$ cat config.mk
export PLATFORM = sky130hd
export DESIGN_NAME = vc_deadlock_timeout_detector_core
export DESIGN_NICKNAME = d
export VERILOG_FILES = /design/src/hdl/vcdd_pkg.sv /design/src/hdl/vc_deadlock_timeout_detector_core.sv
export SDC_FILE = /design/constraint.sdc
export NUM_CORES = 1
export LEC_CHECK = 0
export ABC_AREA = 1
export BUFFER_PORTS_ARGS = -buffer_cell sky130_fd_sc_hd__buf_4
export CORE_MARGIN = 2
export CORE_UTILIZATION = 30
export CTS_BUF_LIST = sky130_fd_sc_hd__clkbuf_4 sky130_fd_sc_hd__clkbuf_8 sky130_fd_sc_hd__clkbuf_16
export CTS_CLUSTER_DIAMETER = 60
export DETAILED_ROUTE_END_ITERATION = 7
export PLACE_DENSITY_LB_ADDON = 0.05
export SLEW_MARGIN = 20
export SYNTH_ARGS = -nofsm -noshare
export SYNTH_HDL_FRONTEND = slang
export SYNTH_SLANG_ARGS = --single-unit
$ cat constraint.sdc
create_clock -name aclk -period 22.4 [get_ports aclk]
set_clock_uncertainty 0.15 [all_clocks]
set_input_delay 2.24 -clock aclk [delete_from_list [all_inputs] [get_ports aclk]]
set_output_delay 2.24 -clock aclk [all_outputs]
set_load 0.01 [all_outputs]
$ cat src/hdl/vcdd_pkg.sv
package vcdd_pkg;

    localparam int WMASK_W     = 16;
    localparam int CFG_ADDR_W  = 2;
    localparam int CFG_DATA_W  = 16;
    localparam int OUT_TDATA_W = 136;

    localparam logic [15:0] THRESHOLD_RST  = 16'd256;
    localparam logic [4:0]  ESC_BASE_RST   = 5'd0;
    localparam logic [4:0]  ESC_COUNT_RST  = 5'd1;
    localparam logic [4:0]  ACTIVE_VCS_RST = 5'd16;

    localparam logic CMD_TICK    = 1'b0;
    localparam logic CMD_RECOVER = 1'b1;

    typedef enum logic [CFG_ADDR_W-1:0] {
        REG_THRESHOLD  = 2'd0,
        REG_ESC_BASE   = 2'd1,
        REG_ESC_COUNT  = 2'd2,
        REG_ACTIVE_VCS = 2'd3
    } cfg_reg_t;

    typedef enum logic [4:0] {
        S_IDLE     = 5'b00001,
        S_TICK     = 5'b00010,
        S_TICK_OUT = 5'b00100,
        S_COUNT    = 5'b01000,
        S_EMIT     = 5'b10000
    } state_t;

    // Packed so that the deadlock mask lands in the lowest bits of tdata.
    typedef struct packed {
        logic [6:0]  pad;
        logic [31:0] recovered_total;
        logic [31:0] detected_total;
        logic [31:0] tick_total;
        logic [4:0]  recovered_count;
        logic        escape_valid;
        logic [5:0]  escape_chan;
        logic [3:0]  vc_index;
        logic        deadlock_present;
        logic [15:0] deadlock_mask;
    } result_t;

endpackage

$ cat src/hdl/vc_deadlock_timeout_detector_core.sv
// Timeout deadlock detector for the virtual channels of a router port.
// Input stream (s_*): s_tuser is the command (0 = tick, 1 = recover) and
// s_tdata carries the waiting mask, one bit per channel. A tick updates the
// wait counter of every active channel and returns one result. A recover
// request returns one result per flagged active channel in ascending order,
// with the escape channel chosen for it; m_tlast marks the final one. A
// recover with no flagged channel returns nothing.
// Timing: a single counter/compare unit walks the channels one per cycle,
// pausing only while a result waits for the receiver. A tick walks every
// channel and then registers its result. A recover first walks all channels
// to count the flagged ones and then walks them again up to the last one,
// emitting at most one result per cycle. s_tready is high only while idle.
// The result sits in an output register; while the receiver stalls, the
// walk holds. A request can be accepted while the last result still waits
// in the output register.
// Reset (aresetn, synchronous) clears all counters, flags and totals and
// loads the configuration registers with their defaults.
module vc_deadlock_timeout_detector_core
    import vcdd_pkg::*;
#(
    parameter int NUM_VC      = 16,
    parameter int COUNT_WIDTH = 16
) (
    input  logic                   aclk,
    input  logic                   aresetn,
    input  logic                   s_tvalid,
    output logic                   s_tready,
    input  logic [WMASK_W-1:0]     s_tdata,   // [15:0] waiting_mask
    input  logic                   s_tuser,   // [0] command
    output logic                   m_tvalid,
    input  logic                   m_tready,
    // [15:0] deadlock_mask, [16] deadlock_present, [20:17] vc_index,
    // [26:21] escape_chan, [27] escape_valid, [32:28] recovered_count,
    // [64:33] tick_total, [96:65] detected_total, [128:97] recovered_total,
    // [135:129] zero
    output logic [OUT_TDATA_W-1:0] m_tdata,
    output logic                   m_tlast,
    input  logic                   cfg_we,
    input  logic [CFG_ADDR_W-1:0]  cfg_addr,
    input  logic [CFG_DATA_W-1:0]  cfg_wdata
);

    localparam int IDX_W = (NUM_VC > 1) ? $clog2(NUM_VC) : 1;
    localparam int CNT_W = $clog2(NUM_VC + 1);
    localparam logic [COUNT_WIDTH-1:0] COUNT_MAX = '1;
    localparam logic [CNT_W-1:0] LAST_IDX = CNT_W'(NUM_VC - 1);
    localparam logic [5:0] NVC6 = 6'(NUM_VC);

    state_t state_reg, state_next;

    logic [15:0] threshold_reg;
    logic [4:0]  esc_base_reg;
    logic [4:0]  esc_count_reg;
    logic [4:0]  active_vcs_reg;

    logic [COUNT_WIDTH-1:0] count_mem [NUM_VC];
    logic [NUM_VC-1:0]      flag_mask_reg;
    logic [NUM_VC-1:0]      scan_reg;
    logic [WMASK_W-1:0]     wmask_reg;
    logic [31:0]            tick_total_reg;
    logic [31:0]            det_total_reg;
    logic [31:0]            rec_total_reg;

    logic [CNT_W-1:0] idx_reg;
    logic [CNT_W-1:0] found_reg;
    logic [CNT_W-1:0] k_reg;
    logic [4:0]       rem_reg;

    result_t result_reg;
    logic    m_tvalid_reg;
    logic    m_tlast_reg;

    logic [5:0]             eff_n;
    logic [5:0]             idx6;
    logic [IDX_W-1:0]       ch;
    logic                   ch_active;
    logic                   ch_wait;
    logic                   ch_flag;
    logic                   emit_now;
    logic [COUNT_WIDTH-1:0] cur_count;
    logic [COUNT_WIDTH-1:0] inc_count;
    logic                   hit;
    logic                   last_step;
    logic                   out_free;
    logic                   load_out;
    logic [4:0]             divisor;
    logic [4:0]             rem_inc;
    logic [4:0]             rem_next;
    logic [5:0]             esc_vc;
    logic [CNT_W-1:0]       k_inc;
    logic [CNT_W-1:0]       found_step;
    logic [31:0]            det_inc;

    assign eff_n     = ({1'b0, active_vcs_reg} > NVC6) ? NVC6 : {1'b0, active_vcs_reg};
    assign idx6      = 6'(idx_reg);
    assign ch        = idx_reg[IDX_W-1:0];
    assign ch_active = idx6 < eff_n;
    assign ch_wait   = (idx6 < 6'd16) && wmask_reg[idx6[3:0]];
    assign ch_flag   = scan_reg[ch];
    assign emit_now  = ch_active && ch_flag;

    // Shared unit: one saturating increment and one threshold compare.
    assign cur_count = count_mem[ch];
    assign inc_count = (cur_count == COUNT_MAX) ? cur_count : cur_count + 1'b1;
    assign hit       = 32'(inc_count) >= 32'(threshold_reg);

    assign last_step = idx_reg == LAST_IDX;
    assign out_free  = !m_tvalid_reg || m_tready;
    assign load_out  = out_free &&
                       ((state_reg == S_TICK_OUT) || (state_reg == S_EMIT && emit_now));

    // The remainder of the channel index by the escape count runs along the walk.
    assign divisor  = (esc_count_reg == 5'd0) ? 5'd1 : esc_count_reg;
    assign rem_inc  = rem_reg + 5'd1;
    assign rem_next = (rem_inc == divisor) ? 5'd0 : rem_inc;
    assign esc_vc   = {1'b0, esc_base_reg} + {1'b0, rem_reg};

    assign k_inc      = k_reg + 1'b1;
    assign found_step = found_reg + CNT_W'(emit_now);
    assign det_inc    = det_total_reg + 32'(flag_mask_reg != '0);

    always_comb begin
        state_next = state_reg;
        unique case (state_reg)
            S_IDLE: begin
                if (s_tvalid) begin
                    state_next = (s_tuser == CMD_TICK) ? S_TICK : S_COUNT;
                end
            end
            S_TICK: begin
                if (last_step) begin
                    state_next = S_TICK_OUT;
                end
            end
            S_TICK_OUT: begin
                if (out_free) begin
                    state_next = S_IDLE;
                end
            end
            S_COUNT: begin
                if (last_step) begin
                    state_next = (found_step == '0) ? S_IDLE : S_EMIT;
                end
            end
            S_EMIT: begin
                if (emit_now && out_free && k_inc == found_reg) begin
                    state_next = S_IDLE;
                end
            end
            default: state_next = S_IDLE;
        endcase
    end

    always_ff @(posedge aclk) begin
        if (!aresetn) begin
            state_reg      <= S_IDLE;
            threshold_reg  <= THRESHOLD_RST;
            esc_base_reg   <= ESC_BASE_RST;
            esc_count_reg  <= ESC_COUNT_RST;
            active_vcs_reg <= ACTIVE_VCS_RST;
            for (int i = 0; i < NUM_VC; i++) begin
                count_mem[i] <= '0;
            end
            flag_mask_reg  <= '0;
            tick_total_reg <= '0;
            det_total_reg  <= '0;
            rec_total_reg  <= '0;
            idx_reg        <= '0;
            found_reg      <= '0;
            k_reg          <= '0;
            rem_reg        <= '0;
            m_tvalid_reg   <= 1'b0;
        end else begin
            state_reg <= state_next;

            if (cfg_we) begin
                unique case (cfg_reg_t'(cfg_addr))
                    REG_THRESHOLD:  threshold_reg  <= cfg_wdata[15:0];
                    REG_ESC_BASE:   esc_base_reg   <= cfg_wdata[4:0];
                    REG_ESC_COUNT:  esc_count_reg  <= cfg_wdata[4:0];
                    REG_ACTIVE_VCS: active_vcs_reg <= cfg_wdata[4:0];
                endcase
            end

            if (load_out) begin
                m_tvalid_reg <= 1'b1;
            end else if (m_tready) begin
                m_tvalid_reg <= 1'b0;
            end

            unique case (state_reg)
                S_IDLE: begin
                    idx_reg   <= '0;
                    wmask_reg <= s_tdata;
                    if (s_tvalid) begin
                        if (s_tuser == CMD_TICK) begin
                            tick_total_reg <= tick_total_reg + 32'd1;
                        end else begin
                            // Recovery clears every flag, active or not.
                            scan_reg      <= flag_mask_reg;
                            flag_mask_reg <= '0;
                            found_reg     <= '0;
                        end
                    end
                end
                S_TICK: begin
                    if (ch_active) begin
                        if (ch_wait) begin
                            count_mem[ch] <= inc_count;
                            if (hit) begin
                                flag_mask_reg[ch] <= 1'b1;
                            end
                        end else begin
                            count_mem[ch] <= '0;
                        end
                    end
                    idx_reg <= idx_reg + 1'b1;
                end
                S_TICK_OUT: begin
                    if (out_free) begin
                        det_total_reg                <= det_inc;
                        result_reg.pad               <= '0;
                        result_reg.recovered_total   <= rec_total_reg;
                        result_reg.detected_total    <= det_inc;
                        result_reg.tick_total        <= tick_total_reg;
                        result_reg.recovered_count   <= '0;
                        result_reg.escape_valid      <= 1'b0;
                        result_reg.escape_chan       <= '0;
                        result_reg.vc_index          <= '0;
                        result_reg.deadlock_present  <= flag_mask_reg != '0;
                        result_reg.deadlock_mask     <= 16'(flag_mask_reg);
                        m_tlast_reg                  <= 1'b1;
                    end
                end
                S_COUNT: begin
                    found_reg <= found_step;
                    if (last_step) begin
                        idx_reg       <= '0;
                        rem_reg       <= '0;
                        k_reg         <= '0;
                        rec_total_reg <= rec_total_reg + 32'(found_step);
                    end else begin
                        idx_reg <= idx_reg + 1'b1;
                    end
                end
                S_EMIT: begin
                    if (!emit_now || out_free) begin
                        idx_reg <= idx_reg + 1'b1;
                        rem_reg <= rem_next;
                    end
                    if (emit_now && out_free) begin
                        count_mem[ch]                <= '0;
                        k_reg                        <= k_inc;
                        result_reg.pad               <= '0;
                        result_reg.recovered_total   <= rec_total_reg;
                        result_reg.detected_total    <= det_total_reg;
                        result_reg.tick_total        <= tick_total_reg;
                        result_reg.recovered_count   <= 5'(k_inc);
                        result_reg.escape_valid      <= esc_vc < eff_n;
                        result_reg.escape_chan       <= esc_vc;
                        result_reg.vc_index          <= idx6[3:0];
                        result_reg.deadlock_present  <= 1'b0;
                        result_reg.deadlock_mask     <= '0;
                        m_tlast_reg                  <= k_inc == found_reg;
                    end
                end
                default: ;
            endcase
        end
    end

    assign s_tready = state_reg == S_IDLE;
    assign m_tvalid = m_tvalid_reg;
    assign m_tdata  = result_reg;
    assign m_tlast  = m_tlast_reg;

endmodule

## After elaboration in Yosys (flattened, before gate mapping)

Memory sizes are Yosys's and may differ from the RTL's. A register that Yosys moved wholly into a read port is not among the register bits.
Cells that the tools add are included.

- Bits in registers: 338
- RAM bits: 256
- Input bits: 40
- Output and inout bits: 139
- Memories: 1

Memories:

| name | words | width | read ports | clocked after Yosys merged registers in | write ports | line | source |
|---|---|---|---|---|---|---|---|
| count_mem | 16 | 16 | 1 | 1 | 16 | vc_deadlock_timeout_detector_core.sv:56 | `logic [COUNT_WIDTH-1:0] count_mem [NUM_VC];` |

- $add $sub $neg: 9
- Magnitude comparators: 7
- Equality and inequality tests: 23
- Muxes and demuxes: 65
- Bitwise logic cells: 4
- Reduce and logical (&&, ||, !) cells: 39

Operator list:

| cell | number |
|---|---|
| $mux W136 | 2 |
| $pmux W136 S2 | 1 |
| $mux W16 | 9 |
| $mux W5 | 16 |
| $add A32 B1 Y32 | 1 |
| $add A32 B1 Y32 const B | 1 |
| $add A32 B5 Y32 | 1 |
| $pmux W16 S2 | 1 |
| $pmux W5 S2 | 3 |
| $pmux W5 S5 | 1 |
| $mux W1 | 23 |
| $pmux W5 S4 | 1 |
| $add A16 B1 Y16 const B | 1 |
| $eq A16 B16 Y1 const B | 1 |
| $ge A16 B16 Y1 | 1 |
| $mux W4 | 4 |
| $or A16 B16 Y16 | 1 |
| $reduce_and A2 Y1 | 8 |
| $reduce_bool A16 Y1 | 1 |
| $reduce_or A16 Y1 | 1 |
| $add A5 B1 Y5 const B | 3 |
| $ne A2 B2 Y1 const B | 7 |
| $reduce_and A3 Y1 | 4 |
| $eq A5 B4 Y1 const B | 2 |
| 31 further kinds | 53 |

## Depth between registers and ports, before layout

- Depth in word-level cells: 12
- Gate-level depth with buffers: 30
- Gate-level depth less buffers: 27

## Worst setup path before layout

No wires, ideal clock.

- Path type: input to register
- Start: input port aresetn
- End: register result_reg (netlist bit m_tdata[0]) (enable)
- Setup time: 0.805 ns
- Arrival time: 12.497 ns
- Path slack: 8.948 ns
- Stages: 5
- Path buffers: 3
- Cell sequence: clkbuf_1 inv_1 buf_1 clkbuf_1 nor3b_1

- Cells in the longest elaborated chain, start to end: 1

RTL lines:

| element | line | source |
|---|---|---|
| from (decl) | vc_deadlock_timeout_detector_core.sv:25 | `input logic aresetn,` |
| $reduce_and A4 Y1 (no source line) | - |  |
| to (decl) | vc_deadlock_timeout_detector_core.sv:69 | `result_t result_reg;` |

Every way passes these cells.
A chain may end at the register's enable or synchronous reset.

==> results.md <==
- The cell type with the largest total area after synthesis is edfxtp_1.
- For this block, the initial DRC count from the detailed router was 1430.
- The repair_antennas step left the layout with diodes totalling 0.
- The pin count of the biggest net entering global routing is 93.
- The die outline area is 95700 sq um.
- The die extent in y is 309 um.
- In the routed design, unresolved DRC markers number 0.
- Row generation in the floorplan step produced about 110 rows.
- The share of the clock period used by the worst path after layout is 0.254.
- Data on the critical path is required at its endpoint by 22.74 ns.
- The post-synthesis register bit count is 591.
- The maximum level of the CTS H-tree is 3.
- The shortest clock period the worst path allows after layout is 5.69 ns.
- In the synthesized netlist, the number of instances is 3075.
- The achievable clock frequency is roughly 180 MHz.
- Once detail routing completed, the nets flagged for antenna violations numbered 0.
- The core box area is 92900 sq um.
- After detailed routing, the total wire length is 88.7 mm.
- The maximum fanout count along the critical path is 92.
- The combined global-route utilization of all metal layers is 0.185.
- The register with the most flip-flops is count_mem.
- For this run, the leading register cell type out of synthesis is edfxtp_1.
- The flip-flop count of the largest register after layout is 256.
- The post-synthesis compound-gate area fraction is 0.0669.
- The main combinational cell family by area after synthesis is simple AND/OR/NAND/NOR gates.
- The number of different library cells in the post-synthesis netlist is 49.
- The area added between synthesis and finish is 16.3%.
- Sorting the synthesized cells by area gives the leading types as edfxtp_1, dfxtp_1, nand2_1.
- For this run, the post-layout net count is 3292.
- The class of the worst hold path is reg -> reg.
- Dividing the detail-routed via count by the number of cells gives 4.72.
- The starting density of the core is 0.301.
- For this run, the detailed router's first-pass iteration total came to 6.
- The CTS root buffer is clkbuf_16.
- Across the VDD grid, the largest voltage drop is 55.7 uV.
- Buffers placed on the I/O ports in this run total roughly 170.
- The area share of the leading cell type in the synthesized netlist is 0.449.
- The flow ran to the end, and the final reports show no timing, DRC or antenna violations.
- The worst endpoint data arrival time is 6.03 ns.
- Dividing total power by cell area gives a power density of 101 nW/um^2.
- Once placement completed, the tool counted placed cells totaling 4378.
- For this design the top-level I/O count stands at ~180.
- The number of max-slew violations in the final report came to 0.
- The share of the Yosys chip area taken by registers is 0.572.
- The total leakage power is about 13 nW.
- The post-route standard cell area excluding fillers is 32500 sq um.
- The type of element capturing the critical path is a register.
- After routing, the total negative slack on setup checks comes to 0 ns.
- The max-capacitance violation count is 0.
- The average cell area after synthesis is a little over 9 sq um.
- The routed layout has between 20000 and 25000 vias.
- The total standard cell area after synthesis is 28000 sq um.
- The number of buffers created by CTS is between 70 and 80.
- The overall overflow remaining after global route is 0.
- After clock tree synthesis, the clock-pin slew on the worst setup and hold paths is ~0.06 ns.
- TritonCTS built the clock tree.
- Of the total synthesized cell area, the portion taken by full adders, half adders and majority gates is 0.0233.
- The count of endpoints failing setup in the final report is 0.
- The worst-margin pin slew is 1.15 ns.
- Post-CTS repair changed the size of 0 cells.
- The number of buffers added for setup after CTS is 0.
- The final standard cell count with taps included and fillers excluded is 4513.
- The via count of the first global-routing pass is 21336.
- The number of failing hold endpoints at the final stage is 0.
- The first-pass GRT wire length is 132 mm.
- The critical path is of the reg -> reg type.
- The cell area after placement is between 30000 and 40000 sq um.
- The Yosys step of the flow raised 0 warnings.
- The tree built by TritonCTS fans out to 591 sinks.
- STA classifies the critical path startpoint as a register.
- Setup repair after global routing left no endpoint under its margin.
- The congestion estimate from routability-driven global placement came to about 0.86.
- The initial antenna violation count is 3.
- At the later pin of the worst-skew pair, clock insertion delay measures between 0.6 and 0.7 ns.
- Dividing the detail-routed wire length by the instance count gives 19.7 um.
- The max-slew headroom at the worst pin is 0.228.
- The area share of and/or/nand/nor cells after synthesis is 0.239.
- The die is 309 um wide.
- Hold repair after CTS inserted 0 buffers.
- For this run, asynchronously set or reset flops after synthesis account for 0.
- The HPWL after detailed placement is 59.8 mm.
- Yosys mapped a number of flops with a built-in enable equal to between 400 and 500.
- Of the post-synthesis cell area, the part taken by muxes is 0.
- Counting along the longest clock path gives a buffer depth of 3.
- Of the total synthesized cell area, the portion taken by XOR and XNOR cells is 0.0219.
- The share of cells above drive strength 1 is 0.135.
==> area by class of cell <==
| cell class | instances | area [sq um] |
|---|---|---|
| inverters | 330 | 1240 |
| flip-flops and latches | 591 | 16000 |
| clock buffers | 94 | 2040 |
| well taps | 1254 | 1570 |
| clock inverters | 41 | 379 |
| multi-input cells | 2016 | 9880 |
| fillers | 9643 | 60400 |
| repair buffers | 187 | 1410 |
==> critical path, cell delays in order, from the launching register on <==
cell	delay (ns)
dfxtp_4	0.79
clkinv_2	0.54
buf_4	0.57
nand2_1	0.18
nand3_1	0.13
nand3_1	0.15
nand3_1	0.21
nand2_1	0.23
nand2_1	0.09
nor2_1	0.15
nand2_2	0.13
nand3b_4	0.39
nand2_4	0.18
ha_1	0.26
a21oi_1	0.14
o21ai_0	0.10
nand2_1	0.07
o211ai_1	0.10
nand2_1	0.08
nand3_1	0.10
nand2_1	0.09
nand2_1	0.33
nand3_1	0.20
a21oi_1	0.08
==> where the power goes <==
part	internal, W	switching (W)
clock	0.000707	0.000480
sequential	0.00124	0.0000403
combinational	0.000188	0.000633
==> cells in the mapped netlist (3+ instances only) <==
cell type,number
nor4_1,14
nand3_1,214
o21bai_1,3
buf_1,7
xor2_1,56
buf_2,33
o21a_1,7
dfxtp_1,173
a21oi_1,137
or2_2,6
o22ai_1,4
clkbuf_1,51
nand2_4,20
nor3b_1,5
nand3b_1,3
nor2_1,452
ha_1,49
buf_4,23
o21ai_1,20
xnor2_1,14
o21ai_0,166
a211oi_1,4
nand4_1,38
o211ai_1,8
buf_6,30
inv_2,4
nand2_2,19
nand2_1,632
nor3_1,48
edfxtp_1,418
inv_1,323
nor2_2,71
==> routing by layer <==
layer	wire length, um	track usage	up-vias
li1	-	-	10381
met1	39700	0.242	10279
met2	42000	0.307	503
met3	3910	0.0253	139
met4	3080	0.0748	2
met5	13	0	-
==> cells by family (layout without fill, tap and decap cells) <==
group           Yosys count  in the layout
simple gates           1532           1532
buf+inv                 474            652
flops                   591            591
xor+xnor                 70             70
fa+ha+maj                51             51
compound gates          356            356
other cells               1              7
==> cells in the final DEF, fill, tap and decap left out, drive strengths merged <==
| master | count |
|---|---|
| dfxtp | 173 |
| or2 | 6 |
| o31ai | 1 |
| buf | 187 |
| xnor2 | 14 |
| and3 | 2 |
| a211oi | 4 |
| nand3b | 4 |
| o22ai | 5 |
| nand3 | 216 |
| bufinv | 5 |
| nand2 | 671 |
| o211ai | 8 |
| nor3 | 49 |
| clkbuf | 94 |
| conb | 7 |
| edfxtp | 418 |
| inv | 331 |
| xor2 | 56 |
| a21oi | 138 |
| nor3b | 5 |
| o21ai | 187 |
| clkinv | 35 |
| or4 | 1 |
| nor4 | 14 |
| fa | 2 |
| a21o | 2 |
| nand4 | 39 |
| and2 | 2 |
| o21a | 7 |
| o21bai | 3 |
| ha | 49 |
| a31oi | 1 |
| nor2 | 523 |
==> per-stage QoR <==
step                total power, W  worst slack (ns)  hold slack [ns]   util
CTS                        0.00334             16.67            0.296  0.350
finish                     0.00329             16.71            0.297  0.350
global placement           0.00214             16.56            0.281  0.324
detailed placement         0.00214             16.46            0.274  0.324
floorplan                  0.00183              8.95            0.258      -
global route               0.00345             16.09            0.308  0.350
==> final timing paths <==
kind	depth (start not counted)	startpoint	endpoint	slack (ns)
worst max-delay path	23	register	flag_mask_reg[2]	16.71
worst min-delay path	0	rec_total_reg[19]	m_tdata[116]	0.30
worst max register to register	23	register	flag_mask_reg[2]	16.71
worst min register to register	0	rec_total_reg[19]	m_tdata[116]	0.30
Note: power is estimated with default switching activity, not from simulation.
